<file path="src/hdl/stx_lrc_frame_receiver_assert.svh">
// ----------------------------------------------------------------------------
// stx_lrc_frame_receiver_assert.svh
// Assertion macros for the frame receiver parser.
// ----------------------------------------------------------------------------
`ifndef STX_LRC_FRAME_RECEIVER_ASSERT_SVH
`define STX_LRC_FRAME_RECEIVER_ASSERT_SVH

// Concurrent assertion on a given clock, masked while reset is low
`define STXLRC_ASSERT_CLK(lbl, ck, rn, prop, msg) \
	lbl: assert property (@(posedge ck) disable iff (!rn) prop) else $error(msg);

// Concurrent assertion on the block clock and reset
`define STXLRC_ASSERT(lbl, prop, msg) \
	`STXLRC_ASSERT_CLK(lbl, clk, arst_n, prop, msg)

`endif

</file>
<file path="src/hdl/stxlrc_pkg.sv">
// ----------------------------------------------------------------------------
// stxlrc_pkg
// Types, codes and reset values of the LRC frame receiver.
// ----------------------------------------------------------------------------
`default_nettype none

package stxlrc_pkg;

	// Field widths
	localparam int unsigned BYTE_W    = 8;
	localparam int unsigned KIND_W    = 2;
	localparam int unsigned STATUS_W  = 3;
	localparam int unsigned BUDGET_W  = 16;
	localparam int unsigned MAXLEN_W  = 9;
	localparam int unsigned CFG_IDX_W = 2;
	localparam int unsigned CFG_DAT_W = 16;

	// Register indexes
	localparam logic [CFG_IDX_W-1:0] CFG_START_BYTE     = 2'd0;
	localparam logic [CFG_IDX_W-1:0] CFG_START_ATTEMPTS = 2'd1;
	localparam logic [CFG_IDX_W-1:0] CFG_MAX_FRAME      = 2'd2;

	// Register reset values
	localparam logic [BYTE_W-1:0]   RST_START_BYTE     = 8'd2;
	localparam logic [BUDGET_W-1:0] RST_START_ATTEMPTS = 16'd10;
	localparam logic [MAXLEN_W-1:0] RST_MAX_FRAME      = 9'd257;

	// Seed of the running XOR
	localparam logic [BYTE_W-1:0] LRC_SEED = 8'h00;

	// Result kinds
	localparam logic [KIND_W-1:0] KIND_CMD    = 2'd0;
	localparam logic [KIND_W-1:0] KIND_LEN    = 2'd1;
	localparam logic [KIND_W-1:0] KIND_DATA   = 2'd2;
	localparam logic [KIND_W-1:0] KIND_STATUS = 2'd3;

	// Frame status codes
	localparam logic [STATUS_W-1:0] ST_GOOD    = 3'd0;
	localparam logic [STATUS_W-1:0] ST_BADLRC  = 3'd1;
	localparam logic [STATUS_W-1:0] ST_TIMEOUT = 3'd2;
	localparam logic [STATUS_W-1:0] ST_NOSTART = 3'd3;
	localparam logic [STATUS_W-1:0] ST_TOOLONG = 3'd4;

	// Receiver phase
	typedef enum logic [2:0] {
		PH_HUNT,
		PH_CMD,
		PH_LEN,
		PH_DATA,
		PH_LRC
	} phase_t;

	// One received item
	typedef struct packed {
		logic              is_timeout;
		logic [BYTE_W-1:0] rx_byte;
	} item_t;

	// One result item
	typedef struct packed {
		logic [BYTE_W-1:0]   out_byte;
		logic [KIND_W-1:0]   byte_kind;
		logic                frame_end;
		logic [STATUS_W-1:0] status;
	} res_t;

	// Configuration register contents
	typedef struct packed {
		logic [BYTE_W-1:0]   start_byte;
		logic [BUDGET_W-1:0] start_attempts;
		logic [MAXLEN_W-1:0] max_frame_bytes;
	} cfg_t;

	// Budget rewrite event
	typedef struct packed {
		logic                load;
		logic [BUDGET_W-1:0] value;
	} budget_t;

endpackage

`default_nettype wire

</file>
<file path="src/hdl/stxlrc_if.sv">
// ----------------------------------------------------------------------------
// stxlrc_if
// Valid/ready channels of the LRC frame receiver.
// ----------------------------------------------------------------------------
`default_nettype none

// Received bytes and read timeouts
interface stxlrc_in_if;
	import stxlrc_pkg::*;
	logic              valid;
	logic              ready;
	logic              is_timeout;
	logic [BYTE_W-1:0] rx_byte;
	modport source (output valid, output is_timeout, output rx_byte, input ready);
	modport sink (input valid, input is_timeout, input rx_byte, output ready);
endinterface

// Frame bytes and status results
interface stxlrc_out_if;
	import stxlrc_pkg::*;
	logic                valid;
	logic                ready;
	logic [BYTE_W-1:0]   out_byte;
	logic [KIND_W-1:0]   byte_kind;
	logic                frame_end;
	logic [STATUS_W-1:0] status;
	modport source (output valid, output out_byte, output byte_kind, output frame_end,
		output status, input ready);
	modport sink (input valid, input out_byte, input byte_kind, input frame_end,
		input status, output ready);
endinterface

// Register writes
interface stxlrc_cfg_if;
	import stxlrc_pkg::*;
	logic                 valid;
	logic                 ready;
	logic [CFG_IDX_W-1:0] index;
	logic [CFG_DAT_W-1:0] data;
	modport source (output valid, output index, output data, input ready);
	modport sink (input valid, input index, input data, output ready);
endinterface

`default_nettype wire

</file>
<file path="src/hdl/stxlrc_cfg_regs.sv">
// ----------------------------------------------------------------------------
// stxlrc_cfg_regs
// Configuration registers; flags a start budget rewrite to the parser.
// ----------------------------------------------------------------------------
`default_nettype none

module stxlrc_cfg_regs (
	input  wire logic              clk,
	input  wire logic              arst_n,
	stxlrc_cfg_if.sink             cfg,
	output stxlrc_pkg::cfg_t       cfg_q,
	output stxlrc_pkg::budget_t    budget
);
	import stxlrc_pkg::*;

	logic wr;

	// Always take writes
	assign cfg.ready = 1'b1;
	assign wr        = cfg.valid;

	// Update the addressed register, drop unknown indexes
	always_ff @(posedge clk or negedge arst_n) begin
		if (!arst_n) begin
			cfg_q.start_byte      <= RST_START_BYTE;
			cfg_q.start_attempts  <= RST_START_ATTEMPTS;
			cfg_q.max_frame_bytes <= RST_MAX_FRAME;
		end else if (wr) begin
			case (cfg.index)
				CFG_START_BYTE: begin
					cfg_q.start_byte <= cfg.data[BYTE_W-1:0];
				end
				CFG_START_ATTEMPTS: begin
					cfg_q.start_attempts <= cfg.data[BUDGET_W-1:0];
				end
				CFG_MAX_FRAME: begin
					cfg_q.max_frame_bytes <= cfg.data[MAXLEN_W-1:0];
				end
				default: begin
				end
			endcase
		end
	end

	// Budget rewrite goes straight to the parser
	assign budget.load  = wr && (cfg.index == CFG_START_ATTEMPTS);
	assign budget.value = cfg.data[BUDGET_W-1:0];

endmodule

`default_nettype wire

</file>
<file path="src/hdl/stxlrc_in_stage.sv">
// ----------------------------------------------------------------------------
// stxlrc_in_stage
// Input register: holds one received item until the parser takes it.
// ----------------------------------------------------------------------------
`default_nettype none

module stxlrc_in_stage (
	input  wire logic          clk,
	input  wire logic          arst_n,
	stxlrc_in_if.sink          rx,
	input  wire logic          step,
	output logic               valid_s1,
	output stxlrc_pkg::item_t  item_s1
);
	import stxlrc_pkg::*;

	logic take;

	// Accept when empty or when the held item moves on this cycle
	assign rx.ready = !valid_s1 || step;
	assign take     = rx.valid && rx.ready;

	// Track occupancy
	always_ff @(posedge clk or negedge arst_n) begin
		if (!arst_n) begin
			valid_s1 <= 1'b0;
		end else if (take) begin
			valid_s1 <= 1'b1;
		end else if (step) begin
			valid_s1 <= 1'b0;
		end
	end

	// Load payload
	always_ff @(posedge clk) begin
		if (take) begin
			item_s1.is_timeout <= rx.is_timeout;
			item_s1.rx_byte    <= rx.rx_byte;
		end
	end

endmodule

`default_nettype wire

</file>
<file path="src/hdl/stxlrc_parser.sv">
// ----------------------------------------------------------------------------
// stxlrc_parser
// Frame state machine: start hunt, command, length, data and LRC check.
// ----------------------------------------------------------------------------
`default_nettype none
`include "stx_lrc_frame_receiver_assert.svh"

module stxlrc_parser (
	input  wire logic                 clk,
	input  wire logic                 arst_n,
	input  wire logic                 step,
	input  wire stxlrc_pkg::item_t    item_s1,
	input  wire stxlrc_pkg::cfg_t     cfg_q,
	input  wire stxlrc_pkg::budget_t  budget,
	output logic                      res_valid,
	output stxlrc_pkg::res_t          res_c
);
	import stxlrc_pkg::*;

	phase_t                phase_q, phase_d;
	logic [BYTE_W-1:0]     xor_q, xor_d;
	logic [BYTE_W-1:0]     left_q, left_d;
	logic [BUDGET_W-1:0]   attempts_q, attempts_d;
	logic                  tmo;
	logic [BYTE_W-1:0]     b;
	logic                  is_start;
	logic                  too_long;
	logic [MAXLEN_W-1:0]   len_plus2;
	logic [BYTE_W-1:0]     left_dec;

	assign tmo       = item_s1.is_timeout;
	assign b         = item_s1.rx_byte;
	assign is_start  = !tmo && (b == cfg_q.start_byte);
	assign len_plus2 = {1'b0, b} + MAXLEN_W'(2);
	assign too_long  = len_plus2 > cfg_q.max_frame_bytes;
	assign left_dec  = (left_q != '0) ? left_q - BYTE_W'(1) : left_q;

	// Next state
	always_comb begin
		phase_d    = phase_q;
		xor_d      = xor_q;
		left_d     = left_q;
		attempts_d = attempts_q;
		if (step) begin
			case (phase_q)
				PH_HUNT: begin
					if (is_start) begin
						phase_d = PH_CMD;
						xor_d   = LRC_SEED;
						left_d  = '0;
					end else if (attempts_q <= BUDGET_W'(1)) begin
						attempts_d = cfg_q.start_attempts;
					end else begin
						attempts_d = attempts_q - BUDGET_W'(1);
					end
				end
				PH_CMD: begin
					if (tmo) begin
						phase_d    = PH_HUNT;
						left_d     = '0;
						attempts_d = cfg_q.start_attempts;
					end else begin
						phase_d = PH_LEN;
						xor_d   = LRC_SEED ^ b;
					end
				end
				PH_LEN: begin
					if (tmo || too_long) begin
						phase_d    = PH_HUNT;
						left_d     = '0;
						attempts_d = cfg_q.start_attempts;
					end else begin
						xor_d   = xor_q ^ b;
						left_d  = b;
						phase_d = (b != '0) ? PH_DATA : PH_LRC;
					end
				end
				PH_DATA: begin
					if (tmo) begin
						phase_d    = PH_HUNT;
						left_d     = '0;
						attempts_d = cfg_q.start_attempts;
					end else begin
						xor_d  = xor_q ^ b;
						left_d = left_dec;
						if (left_dec == '0) begin
							phase_d = PH_LRC;
						end
					end
				end
				PH_LRC: begin
					phase_d    = PH_HUNT;
					left_d     = '0;
					attempts_d = cfg_q.start_attempts;
				end
				default: begin
					phase_d = PH_HUNT;
				end
			endcase
		end
		// Rewrite of the budget reloads it while hunting
		if (budget.load && (phase_q == PH_HUNT)) begin
			attempts_d = budget.value;
		end
	end

	// Result of the item now in the input register
	always_comb begin
		res_valid       = 1'b0;
		res_c.out_byte  = '0;
		res_c.byte_kind = KIND_STATUS;
		res_c.frame_end = 1'b1;
		res_c.status    = ST_GOOD;
		case (phase_q)
			PH_HUNT: begin
				res_valid    = !is_start && (attempts_q <= BUDGET_W'(1));
				res_c.status = ST_NOSTART;
			end
			PH_CMD: begin
				res_valid = 1'b1;
				if (tmo) begin
					res_c.status = ST_TIMEOUT;
				end else begin
					res_c.out_byte  = b;
					res_c.byte_kind = KIND_CMD;
					res_c.frame_end = 1'b0;
				end
			end
			PH_LEN: begin
				res_valid = 1'b1;
				if (tmo) begin
					res_c.status = ST_TIMEOUT;
				end else if (too_long) begin
					res_c.status = ST_TOOLONG;
				end else begin
					res_c.out_byte  = b;
					res_c.byte_kind = KIND_LEN;
					res_c.frame_end = 1'b0;
				end
			end
			PH_DATA: begin
				res_valid = 1'b1;
				if (tmo) begin
					res_c.status = ST_TIMEOUT;
				end else begin
					res_c.out_byte  = b;
					res_c.byte_kind = KIND_DATA;
					res_c.frame_end = 1'b0;
				end
			end
			PH_LRC: begin
				res_valid = 1'b1;
				if (tmo) begin
					res_c.status = ST_TIMEOUT;
				end else begin
					res_c.status = (b == xor_q) ? ST_GOOD : ST_BADLRC;
				end
			end
			default: begin
			end
		endcase
	end

	// State registers
	always_ff @(posedge clk or negedge arst_n) begin
		if (!arst_n) begin
			phase_q    <= PH_HUNT;
			xor_q      <= LRC_SEED;
			left_q     <= '0;
			attempts_q <= RST_START_ATTEMPTS;
		end else begin
			phase_q    <= phase_d;
			xor_q      <= xor_d;
			left_q     <= left_d;
			attempts_q <= attempts_d;
		end
	end

	// Any frame-ending result sends the parser back to hunting
	`STXLRC_ASSERT(a_end_to_hunt, (step && res_valid && res_c.frame_end) |=> (phase_q == PH_HUNT), "frame end did not return to hunt")
	// Data phase always has bytes still to come
	`STXLRC_ASSERT(a_data_left, (phase_q == PH_DATA) |-> (left_q != '0), "data phase with no bytes left")
	// Leaving hunt takes a start byte and gives no result
	`STXLRC_ASSERT(a_start_silent, (step && (phase_q == PH_HUNT) && (phase_d == PH_CMD)) |-> (is_start && !res_valid), "hunt left without a silent start byte")

endmodule

`default_nettype wire

</file>
<file path="src/hdl/stxlrc_out_stage.sv">
// ----------------------------------------------------------------------------
// stxlrc_out_stage
// Result register: holds one result item until the sink takes it.
// ----------------------------------------------------------------------------
`default_nettype none

module stxlrc_out_stage (
	input  wire logic              clk,
	input  wire logic              arst_n,
	input  wire logic              step,
	input  wire logic              res_valid,
	input  wire stxlrc_pkg::res_t  res_c,
	output logic                   room,
	stxlrc_out_if.source           res
);
	import stxlrc_pkg::*;

	logic   valid_s2;
	res_t   res_s2;

	// Room for a new result when empty or when the held one leaves now
	assign room = !valid_s2 || res.ready;

	// Track occupancy
	always_ff @(posedge clk or negedge arst_n) begin
		if (!arst_n) begin
			valid_s2 <= 1'b0;
		end else if (step) begin
			valid_s2 <= res_valid;
		end else if (res.ready) begin
			valid_s2 <= 1'b0;
		end
	end

	// Load payload
	always_ff @(posedge clk) begin
		if (step && res_valid) begin
			res_s2 <= res_c;
		end
	end

	assign res.valid     = valid_s2;
	assign res.out_byte  = res_s2.out_byte;
	assign res.byte_kind = res_s2.byte_kind;
	assign res.frame_end = res_s2.frame_end;
	assign res.status    = res_s2.status;

endmodule

`default_nettype wire

</file>
<file path="src/hdl/stx_lrc_frame_receiver.sv">
// ----------------------------------------------------------------------------
// stx_lrc_frame_receiver
// Receiver for START, COMMAND, LENGTH, data, LRC frames with status results.
// ----------------------------------------------------------------------------
//
//   Channel  Dir  Payload                                   Taken when
//   rx       in   is_timeout, rx_byte                       rx.valid & rx.ready
//   res      out  out_byte, byte_kind, frame_end, status    res.valid & res.ready
//   cfg      in   index, data                               cfg.valid (ready is 1)
//
// One item per cycle unless the result register stalls: an item waits in the input
// register, the frame state machine decodes it and any result lands in the result
// register. A stalled result register holds the input register, which then holds
// rx.ready low. arst_n clears the registers to their defaults and the parser to
// hunting with a budget of ten.
//
`default_nettype none

module stx_lrc_frame_receiver (
	input  wire logic     clk,
	input  wire logic     arst_n,
	stxlrc_in_if.sink     rx,
	stxlrc_out_if.source  res,
	stxlrc_cfg_if.sink    cfg
);
	import stxlrc_pkg::*;

	cfg_t     cfg_q;
	budget_t  budget;
	logic     valid_s1;
	item_t    item_s1;
	logic     step;
	logic     room;
	logic     res_valid;
	res_t     res_c;

	// Advance the held item when the result register has room
	assign step = valid_s1 && room;

	stxlrc_cfg_regs u_cfg_regs (
		.clk    (clk),
		.arst_n (arst_n),
		.cfg    (cfg),
		.cfg_q  (cfg_q),
		.budget (budget)
	);

	stxlrc_in_stage u_in_stage (
		.clk      (clk),
		.arst_n   (arst_n),
		.rx       (rx),
		.step     (step),
		.valid_s1 (valid_s1),
		.item_s1  (item_s1)
	);

	stxlrc_parser u_parser (
		.clk       (clk),
		.arst_n    (arst_n),
		.step      (step),
		.item_s1   (item_s1),
		.cfg_q     (cfg_q),
		.budget    (budget),
		.res_valid (res_valid),
		.res_c     (res_c)
	);

	stxlrc_out_stage u_out_stage (
		.clk       (clk),
		.arst_n    (arst_n),
		.step      (step),
		.res_valid (res_valid),
		.res_c     (res_c),
		.room      (room),
		.res       (res)
	);

endmodule

`default_nettype wire

</file>
<file path="src/flat_wrapper.sv">
// flat-port wrapper written by rule: the top's interface ports become plain ports
module stx_lrc_frame_receiver_flat import stxlrc_pkg::*;
  (clk, arst_n, rx_valid, rx_is_timeout, rx_rx_byte, rx_ready, res_valid, res_out_byte, res_byte_kind, res_frame_end, res_status, res_ready, cfg_valid, cfg_index, cfg_data, cfg_ready);
  stxlrc_in_if rx_i ();
  stxlrc_out_if res_i ();
  stxlrc_cfg_if cfg_i ();
  input  wire logic clk;
  input  wire logic arst_n;
  input wire logic [$bits(rx_i.valid)-1:0] rx_valid;
  input wire logic [$bits(rx_i.is_timeout)-1:0] rx_is_timeout;
  input wire logic [$bits(rx_i.rx_byte)-1:0] rx_rx_byte;
  output wire logic [$bits(rx_i.ready)-1:0] rx_ready;
  output wire logic [$bits(res_i.valid)-1:0] res_valid;
  output wire logic [$bits(res_i.out_byte)-1:0] res_out_byte;
  output wire logic [$bits(res_i.byte_kind)-1:0] res_byte_kind;
  output wire logic [$bits(res_i.frame_end)-1:0] res_frame_end;
  output wire logic [$bits(res_i.status)-1:0] res_status;
  input wire logic [$bits(res_i.ready)-1:0] res_ready;
  input wire logic [$bits(cfg_i.valid)-1:0] cfg_valid;
  input wire logic [$bits(cfg_i.index)-1:0] cfg_index;
  input wire logic [$bits(cfg_i.data)-1:0] cfg_data;
  output wire logic [$bits(cfg_i.ready)-1:0] cfg_ready;
  assign rx_i.valid = rx_valid;
  assign rx_i.is_timeout = rx_is_timeout;
  assign rx_i.rx_byte = rx_rx_byte;
  assign rx_ready = rx_i.ready;
  assign res_valid = res_i.valid;
  assign res_out_byte = res_i.out_byte;
  assign res_byte_kind = res_i.byte_kind;
  assign res_frame_end = res_i.frame_end;
  assign res_status = res_i.status;
  assign res_i.ready = res_ready;
  assign cfg_i.valid = cfg_valid;
  assign cfg_i.index = cfg_index;
  assign cfg_i.data = cfg_data;
  assign cfg_ready = cfg_i.ready;
  stx_lrc_frame_receiver u_core (.clk(clk), .arst_n(arst_n), .rx(rx_i), .res(res_i), .cfg(cfg_i));
endmodule
</file>
<file path="config.mk">
export PLATFORM = sky130hd
export DESIGN_NAME = stx_lrc_frame_receiver_flat
export DESIGN_NICKNAME = d
export VERILOG_FILES = /design/src/hdl/stxlrc_pkg.sv /design/src/hdl/stxlrc_if.sv /design/src/hdl/stxlrc_cfg_regs.sv /design/src/hdl/stxlrc_in_stage.sv /design/src/hdl/stxlrc_parser.sv /design/src/hdl/stxlrc_out_stage.sv /design/src/hdl/stx_lrc_frame_receiver.sv /design/src/flat_wrapper.sv
export VERILOG_INCLUDE_DIRS = /design/src /design/src/hdl
export SDC_FILE = /design/constraint.sdc
export NUM_CORES = 1
export LEC_CHECK = 0
export BUFFER_PORTS_ARGS = -buffer_cell sky130_fd_sc_hd__buf_2
export CORE_MARGIN = 4
export CORE_UTILIZATION = 40
export DETAILED_ROUTE_END_ITERATION = 12
export PLACE_DENSITY = 0.56
export SLEW_MARGIN = 10
export SYNTH_ARGS = -nofsm -noshare
export SYNTH_HDL_FRONTEND = slang
export SYNTH_SLANG_ARGS = --single-unit
</file>
<file path="constraint.sdc">
create_clock -name clk -period 5.5 [get_ports clk]
set_input_delay 0.275 -clock clk [delete_from_list [all_inputs] [get_ports clk]]
set_output_delay 0.275 -clock clk [all_outputs]
set_load 0.03 [all_outputs]
</file>
==> results_dict.tcl <==
set metrics [dict create \
    m1WireLength_microns 6071 \
    clock_sinks 93 \
    viasPerCell 5.414 \
    tns_ps 0 \
    post-route-drc-count 0 \
    r2r_cells 12 \
    highest_layer "met4" \
    holdWs_ps 102.5 \
    dp_slack_ps 1682 \
    area_growth_pct 12.07 \
    regArea_sq_um 2451 \
    drt_iter0_markers 304 \
    synth_top_family_by_area "simple AND/OR/NAND/NOR gates" \
    synth_xor_area_frac 0.05398 \
    yosys-top-cells-area "dfrtp_1, edfxtp_1, mux2_2" \
    multi_input_area_sq_um 2530 \
    power_density_nw_per_um2 474.9 \
    grt_pass1_wl_microns 20490 \
    grt_max_degree 71 \
    ctsResizeCount 0 \
    final_net_count 605 \
    setup_viol 0 \
    met3_length_microns 568 \
    holdCritStartpoint "rx_rx_byte[2]" \
    die_h_microns 121.9 \
    worstSetupEndpointType "flip-flop" \
    cts_setup_buffers 0 \
    path_class "flip-flop to flip-flop" \
    synth_fa_ha_area_frac 0.03566 \
    coreArea_sq_um 12670 \
    drv_cap 0 \
    final_layout_size_suffix_gt1_frac 0.2021 \
    clkTransAtPathRegs_ps 60 \
    rows 41 \
    syn_inst 525 \
    final.min_clock_period_ps 3843 \
    holdCritPathClass "input port to flip-flop" \
    synth_mux_area_frac 0.09157 \
    start_util 0.4098 \
    min_to "u_core.u_in_stage.item_s1[2]$_DFFE_PP_" \
    rrSetupSlack_ps 1660 \
    postSynthAreaPerCell_sq_um 9.890 \
    rsz0062_at_grt "false" \
    synth_top_area_share 0.3036 \
    synth.cell_area_sq_um 5192 \
    n_fill_cell 1247 \
    dp.cells 720 \
    ios 49 \
    wl_per_cell_microns 16.44 \
    synthArstFlopShare 0.7527 \
    synth_compound_area_frac 0.1333 \
    place_area_sq_um 5544 \
    clk_path_buf_depth 2 \
    yosysWarnings 0 \
    status "complete, no violations" \
    synth-edff-count 23 \
    dpl.hpwl_microns 8572 \
    via_count 3985 \
    synth_ff_type "dfrtp_1" \
    synth_cell_types 57 \
    reg2reg_to "u_core.u_parser.attempts_q[0]$_DFFE_PN0P_" \
    gp_congestion 0.9009 \
    fin_skew_ps 5.967 \
    ys_ff_latch 93 \
    globalRouteOverflowTotal 0 \
    relSlewSlack 0.2883 \
    reg2reg_from "u_core.u_in_stage.item_s1[1]$_DFFE_PP_" \
    dieArea_sq_um 14870 \
    grt_usage 0.1766 \
    worst_setup_path_start_kind "flip-flop" \
    cp_max_fo 19 \
    num_antenna_cells 0 \
    stdcell_area_sq_um 5819 \
    die_x_microns 121.9 \
    irDropWorstVdd_v 0.0001480 \
    worst_slew_pin_slew_ps 1064 \
    portBuffers 47 \
    period_share 0.6988 \
    htreeDepth 3 \
    antenna_found_initial 0 \
    dr_wl_met2_microns 5238 \
    grt_pass1_vias 3957 \
    holdPathStages 1 \
    yosys.area_share.simple 0.1720 \
    totalWireLength_microns 12100 \
    hold_viol_final 0 \
    cts_hold_buf 0 \
    antenna_left 0 \
    cp.required_ps 5760 \
    clk_latency_ps 340 \
    firstDrtPassIters 7 \
    arrival_ps 4110 \
    syn-num-nets 571 \
    setup_slack_ps 1657 \
    tritoncts.num_buffers 9 \
    yosys.area.top_type "dfrtp_1" \
    root_buffer "clkbuf_16" \
    stdcell_count 736 \
    drv_slew 0 \
    leakage_uw 0.002364 \
    cts_tree "built" \
    clock.fmax_mhz 260.2 \
    yosysSeqAreaShare 0.4720 \
]
## metal layers
metal | vias up | GRT usage
met2 | 107 | 0.2548
met3 | 17 | 0.03064
li1 | 1939 | -
met4 | 0 | 0.06863
met5 | - | 0
met1 | 1922 | 0.2640
## cells by family after synthesis
| group | Yosys count |
|---|---|
| AO/OA/AOI/OAI | 111 |
| XOR/XNOR | 32 |
| adder cells (fa/ha/maj) | 15 |
| buffers and inverters | 49 |
| flip-flops | 93 |
| multiplexers | 43 |
| other | 1 |
| AND/OR/NAND/NOR | 181 |
## Yosys cell counts (all sizes together), types with 4 or more instances
cell type,count
nand2b,4
edfxtp,23
nor3b,4
xor2,13
nor2,54
mux2i,7
dfstp,7
nor4,11
nor3,6
a2111oi,9
and2,10
nand3,10
ha,14
buf,12
a21oi,31
nand3b,5
mux2,36
o211ai,5
clkbuf,17
a22oi,4
o21ai,40
a32oi,4
inv,20
or3,7
nor2b,9
nand2,47
dfrtp,63
xnor2,19
## worst max-delay path by stage
stage | end | cells after the start | from | slack (ps)
after floorplan | u_core.u_parser.attempts_q[0]$_DFFE_PN0P_ | 13 | u_core.u_in_stage.item_s1[3]$_DFFE_PP_ | 2440
after detailed placement | u_core.u_parser.attempts_q[0]$_DFFE_PN0P_ | 12 | u_core.u_in_stage.item_s1[1]$_DFFE_PP_ | 1680
after global placement | u_core.u_parser.attempts_q[0]$_DFFE_PN0P_ | 12 | u_core.u_in_stage.item_s1[1]$_DFFE_PP_ | 1830
after CTS | u_core.u_parser.attempts_q[0]$_DFFE_PN0P_ | 12 | u_core.u_in_stage.item_s1[1]$_DFFE_PP_ | 1670
final | u_core.u_parser.attempts_q[0]$_DFFE_PN0P_ | 12 | u_core.u_in_stage.item_s1[1]$_DFFE_PP_ | 1660
after global routing | u_core.u_parser.attempts_q[0]$_DFFE_PN0P_ | 12 | u_core.u_in_stage.item_s1[2]$_DFFE_PP_ | 1350
## power by group
part	switching [uW]	total, uW	internal [uW]
clock network	250	582	332
registers	189	1130	936
logic	636	1060	420
total	1080	2760	1690
## critical path: stages, from the launching register on
cell and delay [ps]:
edfxtp_1 560, ha_1 320, nand2_1 70, nor2_1 60
xor2_1 140, ha_1 330, nand4_2 150, a211o_1 310
a31o_1 350, a21o_4 310, or2_1 520, or3_1 460
a31oi_1 180
## cells in the final DEF, fill, tap and decap left out, drive strengths merged, types with 5 or more instances in the layout
cell type,n
mux2i,7
mux2,36
o21ai,40
nand3b,5
nand3,10
a21oi,31
and2,10
a2111oi,9
nor3,6
nor4,11
nor2,54
clkbuf,15
ha,14
o211ai,5
xnor2,19
inv,20
dfrtp,63
xor2,13
edfxtp,23
nand2,47
or3,7
nor2b,9
dfstp,7
buf,52
## stage by stage
step | utilization | total power, uW
global placement | 0.4375 | 2176
detailed placement | 0.4375 | 2194
global route | 0.4593 | 2984
CTS | 0.4593 | 2788
finish | 0.4593 | 2764
floorplan | - | 1920
## registers in the layout, summed over array words and instances, names as in the netlist
| register | cells |
|---|---|
| u_core.u_cfg_regs.cfg_q | 33 |
| u_core.u_parser.attempts_q | 16 |
| u_core.u_in_stage.item_s1 | 9 |
| u_core.u_out_stage.res.out_byte | 8 |
| u_core.u_parser.left_q | 8 |
| u_core.u_parser.xor_q | 8 |
| u_core.u_out_stage.res.status | 3 |
| u_core.u_parser.phase_q | 3 |
| u_core.u_out_stage.res.byte_kind | 2 |
| u_core.u_in_stage.valid_s1 | 1 |
| u_core.u_out_stage.res.frame_end | 1 |
| u_core.u_out_stage.res.valid | 1 |
## final cells by class
class,count,area share
clock buffer,15,0.04601
clock inverter,1,0.001290
inverter,20,0.01290
multi-input combinational,383,0.4347
sequential,93,0.4212
tap,172,0.03698
timing repair buffer,52,0.04687
Power figures use the tool's default switching activity.
